[config.mk]
export PLATFORM = sky130hd
export DESIGN_NAME = json_string_body_decoder
export DESIGN_NICKNAME = d
export VERILOG_FILES = /design/src/design/jsbd_pkg.sv /design/src/design/json_string_body_decoder.sv
export SDC_FILE = /design/constraint.sdc
export NUM_CORES = 1
export LEC_CHECK = 0
export BUFFER_PORTS_ARGS = -buffer_cell sky130_fd_sc_hd__buf_2
export CAP_MARGIN = 20
export CORE_MARGIN = 2
export CORE_UTILIZATION = 62
export DETAILED_ROUTE_END_ITERATION = 6
export HOLD_SLACK_MARGIN = 0.08
export PLACE_DENSITY = 0.85
export SKIP_LAST_GASP = 1
export SYNTH_ARGS = -nofsm -noshare
export SYNTH_HDL_FRONTEND = slang
export SYNTH_SLANG_ARGS = --single-unit
[constraint.sdc]
create_clock -name clk -period 5.3 [get_ports clk]
set_input_delay 0.53 -clock clk [delete_from_list [all_inputs] [get_ports clk]]
set_output_delay 0.53 -clock clk [all_outputs]
set_load 0.05 [all_outputs]
[src/design/jsbd_pkg.sv]
`timescale 1ns / 1ps
// ----------------------------------------------------------------------------
// jsbd_pkg
// Shared types and codes for the JSON string body decoder.
// ----------------------------------------------------------------------------
package jsbd_pkg;

    localparam int unsigned BYTE_W   = 8;
    localparam int unsigned CP_W     = 21;
    localparam int unsigned STATUS_W = 3;
    localparam int unsigned HEX_ACC_W = 16;

    typedef logic [STATUS_W-1:0] status_t;

    localparam status_t ST_CHAR     = 3'd0;
    localparam status_t ST_END      = 3'd1;
    localparam status_t ST_BAD_ESC  = 3'd2;
    localparam status_t ST_BAD_UTF8 = 3'd3;
    localparam status_t ST_UNTERM   = 3'd4;

    typedef enum logic [1:0] {
        PH_IDLE = 2'd0,
        PH_ESC  = 2'd1,
        PH_HEX  = 2'd2,
        PH_CONT = 2'd3
    } phase_t;

    localparam logic [BYTE_W-1:0] CH_QUOTE     = 8'h22;
    localparam logic [BYTE_W-1:0] CH_BACKSLASH = 8'h5C;
    localparam logic [BYTE_W-1:0] CH_B         = 8'h62;
    localparam logic [BYTE_W-1:0] CH_F         = 8'h66;
    localparam logic [BYTE_W-1:0] CH_N         = 8'h6E;
    localparam logic [BYTE_W-1:0] CH_R         = 8'h72;
    localparam logic [BYTE_W-1:0] CH_T         = 8'h74;
    localparam logic [BYTE_W-1:0] CH_U         = 8'h75;

endpackage

[src/design/json_string_body_decoder.sv]
`timescale 1ns / 1ps
// ----------------------------------------------------------------------------
// json_string_body_decoder
// Decodes a JSON string body, one byte per transfer, into code points.
// ----------------------------------------------------------------------------
// Takes one byte per cycle after the opening quote and returns at most one
// result per byte: a decoded code point, the end of the string, or an error
// (illegal escape, illegal UTF-8, unterminated). Each byte is decoded in the
// cycle it is accepted, against the phase, accumulator and remaining-byte
// count, and the result lands in a single output register. The input side
// stays ready whenever that register is empty or is being drained, so the
// sustained rate is one byte per cycle, with the result registered at the
// transfer. After an end or an error the decoder is idle for the next string.
module json_string_body_decoder (
    input  logic                            clk,
    input  logic                            rst_n,
    input  logic                            in_valid,
    output logic                            in_ready,
    input  logic [jsbd_pkg::BYTE_W-1:0]     byte_in,
    input  logic                            last_byte,
    output logic                            out_valid,
    input  logic                            out_ready,
    output logic [jsbd_pkg::CP_W-1:0]       code_point,
    output logic [jsbd_pkg::STATUS_W-1:0]   status
);
    import jsbd_pkg::*;

    phase_t              phase_reg, phase_next;
    logic [CP_W-1:0]     acc_reg, acc_next;
    logic [1:0]          rem_reg, rem_next;
    logic                out_valid_reg;
    logic [CP_W-1:0]     code_point_reg;
    status_t             status_reg;

    logic                emit;
    logic [CP_W-1:0]     emit_cp;
    status_t             emit_st;
    logic                hex_ok;
    logic [3:0]          hex_val;
    logic [HEX_ACC_W-1:0] hex_acc;
    logic [CP_W-1:0]     cont_acc;
    logic                in_xfer;

    assign in_ready = !out_valid_reg || out_ready;
    assign in_xfer  = in_valid && in_ready;

    always_comb
    begin
        hex_ok  = 1'b1;
        hex_val = 4'd0;
        if (byte_in >= 8'h30 && byte_in <= 8'h39)
        begin
            hex_val = byte_in[3:0];
        end
        else if ((byte_in >= 8'h61 && byte_in <= 8'h66) ||
                 (byte_in >= 8'h41 && byte_in <= 8'h46))
        begin
            hex_val = byte_in[3:0] + 4'd9;
        end
        else
        begin
            hex_ok = 1'b0;
        end
    end

    assign hex_acc  = {acc_reg[HEX_ACC_W-5:0], hex_val};
    assign cont_acc = {acc_reg[CP_W-7:0], byte_in[5:0]};

    always_comb
    begin
        phase_next = phase_reg;
        acc_next   = acc_reg;
        rem_next   = rem_reg;
        emit       = 1'b0;
        emit_cp    = '0;
        emit_st    = ST_CHAR;

        unique case (phase_reg)
            PH_ESC:
            begin
                emit = 1'b1;
                unique case (byte_in)
                    CH_B:    emit_cp = CP_W'(8'h08);
                    CH_F:    emit_cp = CP_W'(8'h0C);
                    CH_N:    emit_cp = CP_W'(8'h0A);
                    CH_R:    emit_cp = CP_W'(8'h0D);
                    CH_T:    emit_cp = CP_W'(8'h09);
                    CH_U:    emit_cp = '0;
                    default: emit_cp = CP_W'(byte_in);
                endcase
                if (byte_in == CH_U)
                begin
                    if (last_byte)
                    begin
                        emit_st = ST_BAD_ESC;
                    end
                    else
                    begin
                        emit       = 1'b0;
                        phase_next = PH_HEX;
                        acc_next   = '0;
                        rem_next   = 2'd3;
                    end
                end
                else if (last_byte)
                begin
                    emit_st = ST_UNTERM;
                end
            end
            PH_HEX:
            begin
                if (!hex_ok)
                begin
                    emit    = 1'b1;
                    emit_st = ST_BAD_ESC;
                end
                else if (rem_reg == 2'd0)
                begin
                    emit    = 1'b1;
                    emit_cp = CP_W'(hex_acc);
                    emit_st = last_byte ? ST_UNTERM : ST_CHAR;
                end
                else if (last_byte)
                begin
                    emit    = 1'b1;
                    emit_st = ST_BAD_ESC;
                end
                else
                begin
                    acc_next = CP_W'(hex_acc);
                    rem_next = rem_reg - 2'd1;
                end
            end
            PH_CONT:
            begin
                if (byte_in[7:6] != 2'b10)
                begin
                    emit    = 1'b1;
                    emit_st = ST_BAD_UTF8;
                end
                else if (rem_reg == 2'd0)
                begin
                    emit    = 1'b1;
                    emit_cp = cont_acc;
                    emit_st = last_byte ? ST_UNTERM : ST_CHAR;
                end
                else if (last_byte)
                begin
                    emit    = 1'b1;
                    emit_st = ST_BAD_UTF8;
                end
                else
                begin
                    acc_next = cont_acc;
                    rem_next = rem_reg - 2'd1;
                end
            end
            default:
            begin
                if (byte_in == CH_QUOTE)
                begin
                    emit    = 1'b1;
                    emit_st = last_byte ? ST_UNTERM : ST_END;
                end
                else if (byte_in == CH_BACKSLASH)
                begin
                    if (last_byte)
                    begin
                        emit    = 1'b1;
                        emit_st = ST_BAD_ESC;
                    end
                    else
                    begin
                        phase_next = PH_ESC;
                    end
                end
                else if (!byte_in[7])
                begin
                    emit    = 1'b1;
                    emit_cp = CP_W'(byte_in);
                    emit_st = last_byte ? ST_UNTERM : ST_CHAR;
                end
                else if (byte_in >= 8'hF8 || last_byte)
                begin
                    emit    = 1'b1;
                    emit_st = ST_BAD_UTF8;
                end
                else
                begin
                    phase_next = PH_CONT;
                    if (byte_in < 8'hE0)
                    begin
                        acc_next = CP_W'(byte_in[4:0]);
                        rem_next = 2'd0;
                    end
                    else if (byte_in < 8'hF0)
                    begin
                        acc_next = CP_W'(byte_in[3:0]);
                        rem_next = 2'd1;
                    end
                    else
                    begin
                        acc_next = CP_W'(byte_in[2:0]);
                        rem_next = 2'd2;
                    end
                end
            end
        endcase

        if (emit)
        begin
            phase_next = PH_IDLE;
            acc_next   = '0;
            rem_next   = 2'd0;
            if (emit_st != ST_CHAR)
            begin
                emit_cp = '0;
            end
        end
    end

    always_ff @(posedge clk or negedge rst_n)
    begin
        if (!rst_n)
        begin
            phase_reg     <= PH_IDLE;
            acc_reg       <= '0;
            rem_reg       <= 2'd0;
            out_valid_reg <= 1'b0;
        end
        else
        begin
            if (in_xfer)
            begin
                phase_reg <= phase_next;
                acc_reg   <= acc_next;
                rem_reg   <= rem_next;
            end
            if (in_xfer)
            begin
                out_valid_reg <= emit;
            end
            else if (out_ready)
            begin
                out_valid_reg <= 1'b0;
            end
        end
    end

    always_ff @(posedge clk)
    begin
        if (in_xfer && emit)
        begin
            code_point_reg <= emit_cp;
            status_reg     <= emit_st;
        end
    end

    assign out_valid  = out_valid_reg;
    assign code_point = code_point_reg;
    assign status     = status_reg;

endmodule
== Word-level counts from Yosys, hierarchy flattened ==
Cells that the tools add are included.
Storage, ports and cells
  flip-flop bits (word level): 44
  input port bits: 13
  output and inout bits: 26
  logic and storage cells: 142
Cells by class
  $add $sub $neg: 2
  $lt $le $gt $ge: 9
  eq/ne operators: 27
  mux-type cells: 80
  reduce and logical (&&, ||, !) cells: 18
Operators by type and width (number)
  $mux 15: 13
  $mux 21: 4
  $pmux 21 s3: 1
  $eq 8x7->1 const B: 7
  $mux 2: 24
  $pmux 8 s6: 1
  $pmux 15 s3: 1
  $mux 16: 2
  $mux 3: 10
  $ne 3x3->1 const B: 9
  $mux 7: 3
  $ge 8x7->1 const B: 2
  $le 8x7->1 const B: 2
  $lt 8x8->1 const B: 2
  $ne 5x2->1 const B: 3
  $mux 1: 13
  $reduce_and 13->1: 1
  $mux 4: 3
  $pmux 3 s3: 1
  $reduce_and 9->1: 1
  $eq 8x6->1 const B: 1
  $ge 8x6->1 const B: 1
  $ge 8x8->1 const B: 1
  $le 8x6->1 const B: 1
  other kinds (22): 29

== Longest topological paths before layout ==
  word-level depth: 10
  gate-level depth with buffers: 11
  mapped depth without buffers: 8

== Worst setup path before layout ==
OpenSTA, ideal clock, no wires.
  path type: input to register
  start point: input byte_in[0] (netlist name)
  end point: register code_point_reg[0], in the netlist code_point[0] (enable)
  setup time: 0.384 ns
  arrival time: 2.884 ns
  path slack: 2.033 ns
  cell stages on the path: 9
  buffers on the path: 2
  path through: clkbuf_1 inv_1 ha_1 or3b_1 and4_4 buf_6 o32ai_1 o31a_1 and2_1
Between the ends
  cells in the longest elaborated chain, start to end: 8
  elaborated cells on any way between the ends: 25
RTL lines
  start, declared: RTL line json_string_body_decoder.sv:19  | input logic [jsbd_pkg::BYTE_W-1:0] byte_in,
  $ge 8x8->1 (tied with other cells): RTL line json_string_body_decoder.sv:183  | else if (byte_in >= 8'hF8 || last_byte)
  $logic_or 1x1->1 (tied with other cells): RTL line json_string_body_decoder.sv:183
  $mux 1 or $logic_or 1x1->1 (tied branches): RTL line json_string_body_decoder.sv:183, json_string_body_decoder.sv:55
  $mux 1, on equally long branches: RTL line json_string_body_decoder.sv:177, json_string_body_decoder.sv:55
  $mux 1, on equally long branches: RTL line json_string_body_decoder.sv:165, json_string_body_decoder.sv:51
  $mux 1, on equally long branches: RTL line json_string_body_decoder.sv:160, json_string_body_decoder.sv:112
  $pmux 1 s3 (*): RTL line json_string_body_decoder.sv:78  | unique case (phase_reg)
  $logic_and 1x1->1 (*): RTL line json_string_body_decoder.sv:252  | if (in_xfer && emit)
  end signal, assigned: RTL line json_string_body_decoder.sv:254  | code_point_reg <= emit_cp;
  end, declared: RTL line json_string_body_decoder.sv:32  | logic [CP_W-1:0] code_point_reg;
Every way passes the cells marked *; elsewhere a longest branch is shown, timed or not.
A chain may end at the register's enable or synchronous reset.

== Worst setup path after layout ==
  start point: register phase_reg[0]
  end point: register acc_reg[4]
Between the ends
  cells in the longest elaborated chain, start to end: 4
  elaborated cells on any way between the ends: 19
RTL lines
  start, declared: RTL line json_string_body_decoder.sv:28  | phase_t phase_reg, phase_next;
  start signal, assigned: RTL line json_string_body_decoder.sv:235  | phase_reg <= phase_next;
  $eq 2x2->1 or $eq 2x1->1 (tied branches): RTL line json_string_body_decoder.sv:78
  $pmux 1 s3: RTL line json_string_body_decoder.sv:78
  $ne 5x2->1 (no source line) (tied with other cells)
  $reduce_and 13->1 (no source line)
  end signal, assigned: RTL line json_string_body_decoder.sv:236  | acc_reg <= acc_next;
  end, declared: RTL line json_string_body_decoder.sv:29  | logic [CP_W-1:0] acc_reg, acc_next;
Several ways; a longest one is shown, not always the timed one.

==> results.txt <==
Outcome -> finished clean
Crit path largest cell delay -> 0.78 ns
Port-buffer cells -> 38
FMAX -> 316 MHz
WL met1 -> 2830 um
Synth async-reset ratio -> 0.455
Delay-heaviest family, CP -> compound AO/OA/AOI/OAI gates
Worst-path fanout max -> 28
Post-route minimum period -> 3.16 ns
Switch share -> 0.357
Max-Cap Viols -> 0
Reg2reg path depth -> 6
Top layer in use -> met4
WS Path Type -> reg -> reg
IR drop worst, VDD -> 0.000175 V
#FFs+latches synth -> 44
Clock network fraction of total power -> 0.274
Clock sinks -> 44
CP arrival -> 3.35 ns
H-tree levels -> 2
Crit. End Element -> flip-flop
Met3 wire len -> 1000 um
Int Pwr -> 0.000608 W
Slowest CP cell -> dfrtp_1
Syn nets -> 297
RSZ-0062 raised after global routing -> no
Reg clk slew, reported paths -> 0.09 ns
Share of cells above drive strength 1 -> 0.208
Final GP Congestion -> 0.962
Post-Syn Area per Cell -> 9.89 um2
Post-synth design cell area -> 2760 um2
Initial antenna violation count -> 0
Worst r2r dst -> acc_reg[4]
Initial Util -> 0.638
Setup Viol. Count Final -> 0
RR Startpoint -> phase_reg[0]
First-pass GRT wire length -> 11600 um
Post-synth top area cell -> edfxtp_1
Most frequent cell after synthesis -> nor2_1
Drt first-iter violations -> 477
Worst Setup Start Kind -> flip-flop
Hold_buf cts -> 0
Die W -> 70.7 um
ANT nets after route -> 0
Detail Placement HPWL -> 4770 um
Die height -> 70.7 um
Cell row count -> 24
Clock latency on the worst-skew pair -> 0.30 ns
Worst path cell trace -> nor2b_1, inv_1, o32a_1, and2_1, o21ai_2, mux2_2
Drt drc -> 0
Yosys warns -> 0
Slew margin rel. -> 0.295
Mapped Cells -> 279
Critical path depth -> 6
Worst setup path endpoint -> acc_reg[4]
Ports -> 39
Share of the synthesized area in the top cell type -> 0.261
Root Buffer -> clkbuf_8
Post-synth EDFFs -> 24
Combinational share of power -> 0.287
Routed wl met2 -> 3200 um
Layout area overhead -> 11.1%
Leakage power -> 1.20 nW
Synth top area cells -> edfxtp_1 26%, dfrtp_1 18%, o2bb2ai_1 4.8%
Worst path bufs/invs -> 1
Final hold vios -> 0
Via-to-Cell Ratio -> 6.94
Switching Power -> 0.000337 W
Longest Clk Path Bufs -> 2
Total Routing Usage GR -> 0.298
Via Count -> 2497
Nets -> 325
Worst-Margin Slew -> 1.06 ns
Core box area -> 4320 um2
# Post-CTS Setup Buffers -> 0
Fin crit share -> 0.597
Worst Skew -> 0.00627 ns
Antenna cells -> 0
Vias in the first global route -> 2266
Max-slew violation count -> 0
Crit path launch -> phase_reg[0]
Worst hold slack -> 0.159 ns
Power Density -> 308 nW/um2
# resized after CTS -> 0
Worst min path class -> in -> async
Post-synth top cells -> 30 x nor2_1, 26 x nand2_1, 24 x edfxtp_1
CTS tree -> yes
Drt total wl -> 7200 um
First-pass detailed-route iteration total -> 6
Wire per inst -> 20.0 um
Largest net degree at the start of global routing -> 29
Post-synthesis sequential area ratio -> 0.442
R2R Setup Slk -> 2.14 ns
Total CTS buffers -> 5
Setup tns final -> 0 ns
Max FFs per register -> 21
Sequential Power Share -> 0.438
Synth cell types -> 62
Remaining global-route overflow -> 0
Ys flop type -> edfxtp_1
Die outline area -> 5000 um2
Worst EP required -> 5.49 ns
## stage by stage
| stage | worst slack, ns | instances | util | instance area [um2] | total power, W |
|---|---|---|---|---|---|
| 3_3_place_gp | 1.81 | 351 | 0.677 | 2930 | 0.000675 |
| 5_1_grt | 1.93 | 360 | 0.709 | 3070 | 0.000978 |
| 4_1_cts | 1.95 | 359 | 0.703 | 3040 | 0.000931 |
| 3_5_place_dp | 1.74 | 351 | 0.677 | 2930 | 0.000679 |
| 6_report | 2.14 | 360 | 0.709 | 3070 | 0.000945 |
| 2_1_floorplan | 2.03 | 279 | - | 2760 | 0.000624 |
## cell families after synthesis
family	Yosys count	share of synthesized area
adder cells (fa/ha/maj)	5	0.0227
flip-flops	44	0.442
AND/OR/NAND/NOR	96	0.173
buffers and inverters	32	0.0558
XOR/XNOR	1	0.00317
multiplexers	13	0.0481
AO/OA/AOI/OAI	88	0.255
## power groups by stage
| stage | clock [W] | combinational (W) | sequential, W |
|---|---|---|---|
| floorplan | 0 | 0.000157 | 0.000467 |
| global placement | 0 | 0.000255 | 0.000420 |
| detailed placement | 0 | 0.000258 | 0.000421 |
| CTS | 0.000258 | 0.000260 | 0.000414 |
| global route | 0.000273 | 0.000288 | 0.000417 |
| finish | 0.000259 | 0.000272 | 0.000414 |
## worst min path at each step
stage                      from     endpoint  slack (ns)  cells after the start
floorplan                 rst_n   acc_reg[0]        0.23                      0
global placement    acc_reg[14]  acc_reg[14]        0.47                      1
detailed placement  acc_reg[12]  acc_reg[12]        0.48                      1
CTS                       rst_n  acc_reg[11]        0.17                      1
global route              rst_n   acc_reg[9]        0.20                      1
finish                    rst_n  acc_reg[11]        0.16                      1
## placed cells by master (no fill, tap or decap), types with 2 or more instances in the layout
master and n:
nor3_1 3, a41o_1 3, clkbuf_8 5, ha_1 5, o31a_1 2, a31oi_1 2
mux2_2 2, mux2i_1 11, and2_1 6, dfrtp_1 20, o31ai_1 3, or2_2 3
nand2b_1 2, edfxtp_1 24, nand4_1 2, nor2b_1 5, a211oi_1 3, nor2_1 30
o21a_1 3, inv_1 12, and4_4 2, a22oi_1 12, buf_4 2, o21ai_0 10
o2bb2ai_1 15, nand2_1 26, nand3_1 8, a32oi_1 3, a21oi_1 9, buf_2 38
o32ai_1 2
## per-layer routing
metal	vias to the layer above	global-route usage
li1	1116	-
met1	1156	0.430
met2	200	0.435
met3	25	0.101
met4	0	0.0797
met5	-	0
## cell type report
class	count	area, um2
tap	52	65.1
clock buffer	5	68.8
inverter	12	45.0
sequential	44	1220
timing repair buffer	41	233
clock inverter	3	42.5
fill	320	1260
multi-input combinational	203	1390
(Power assumes the default switching activity.)
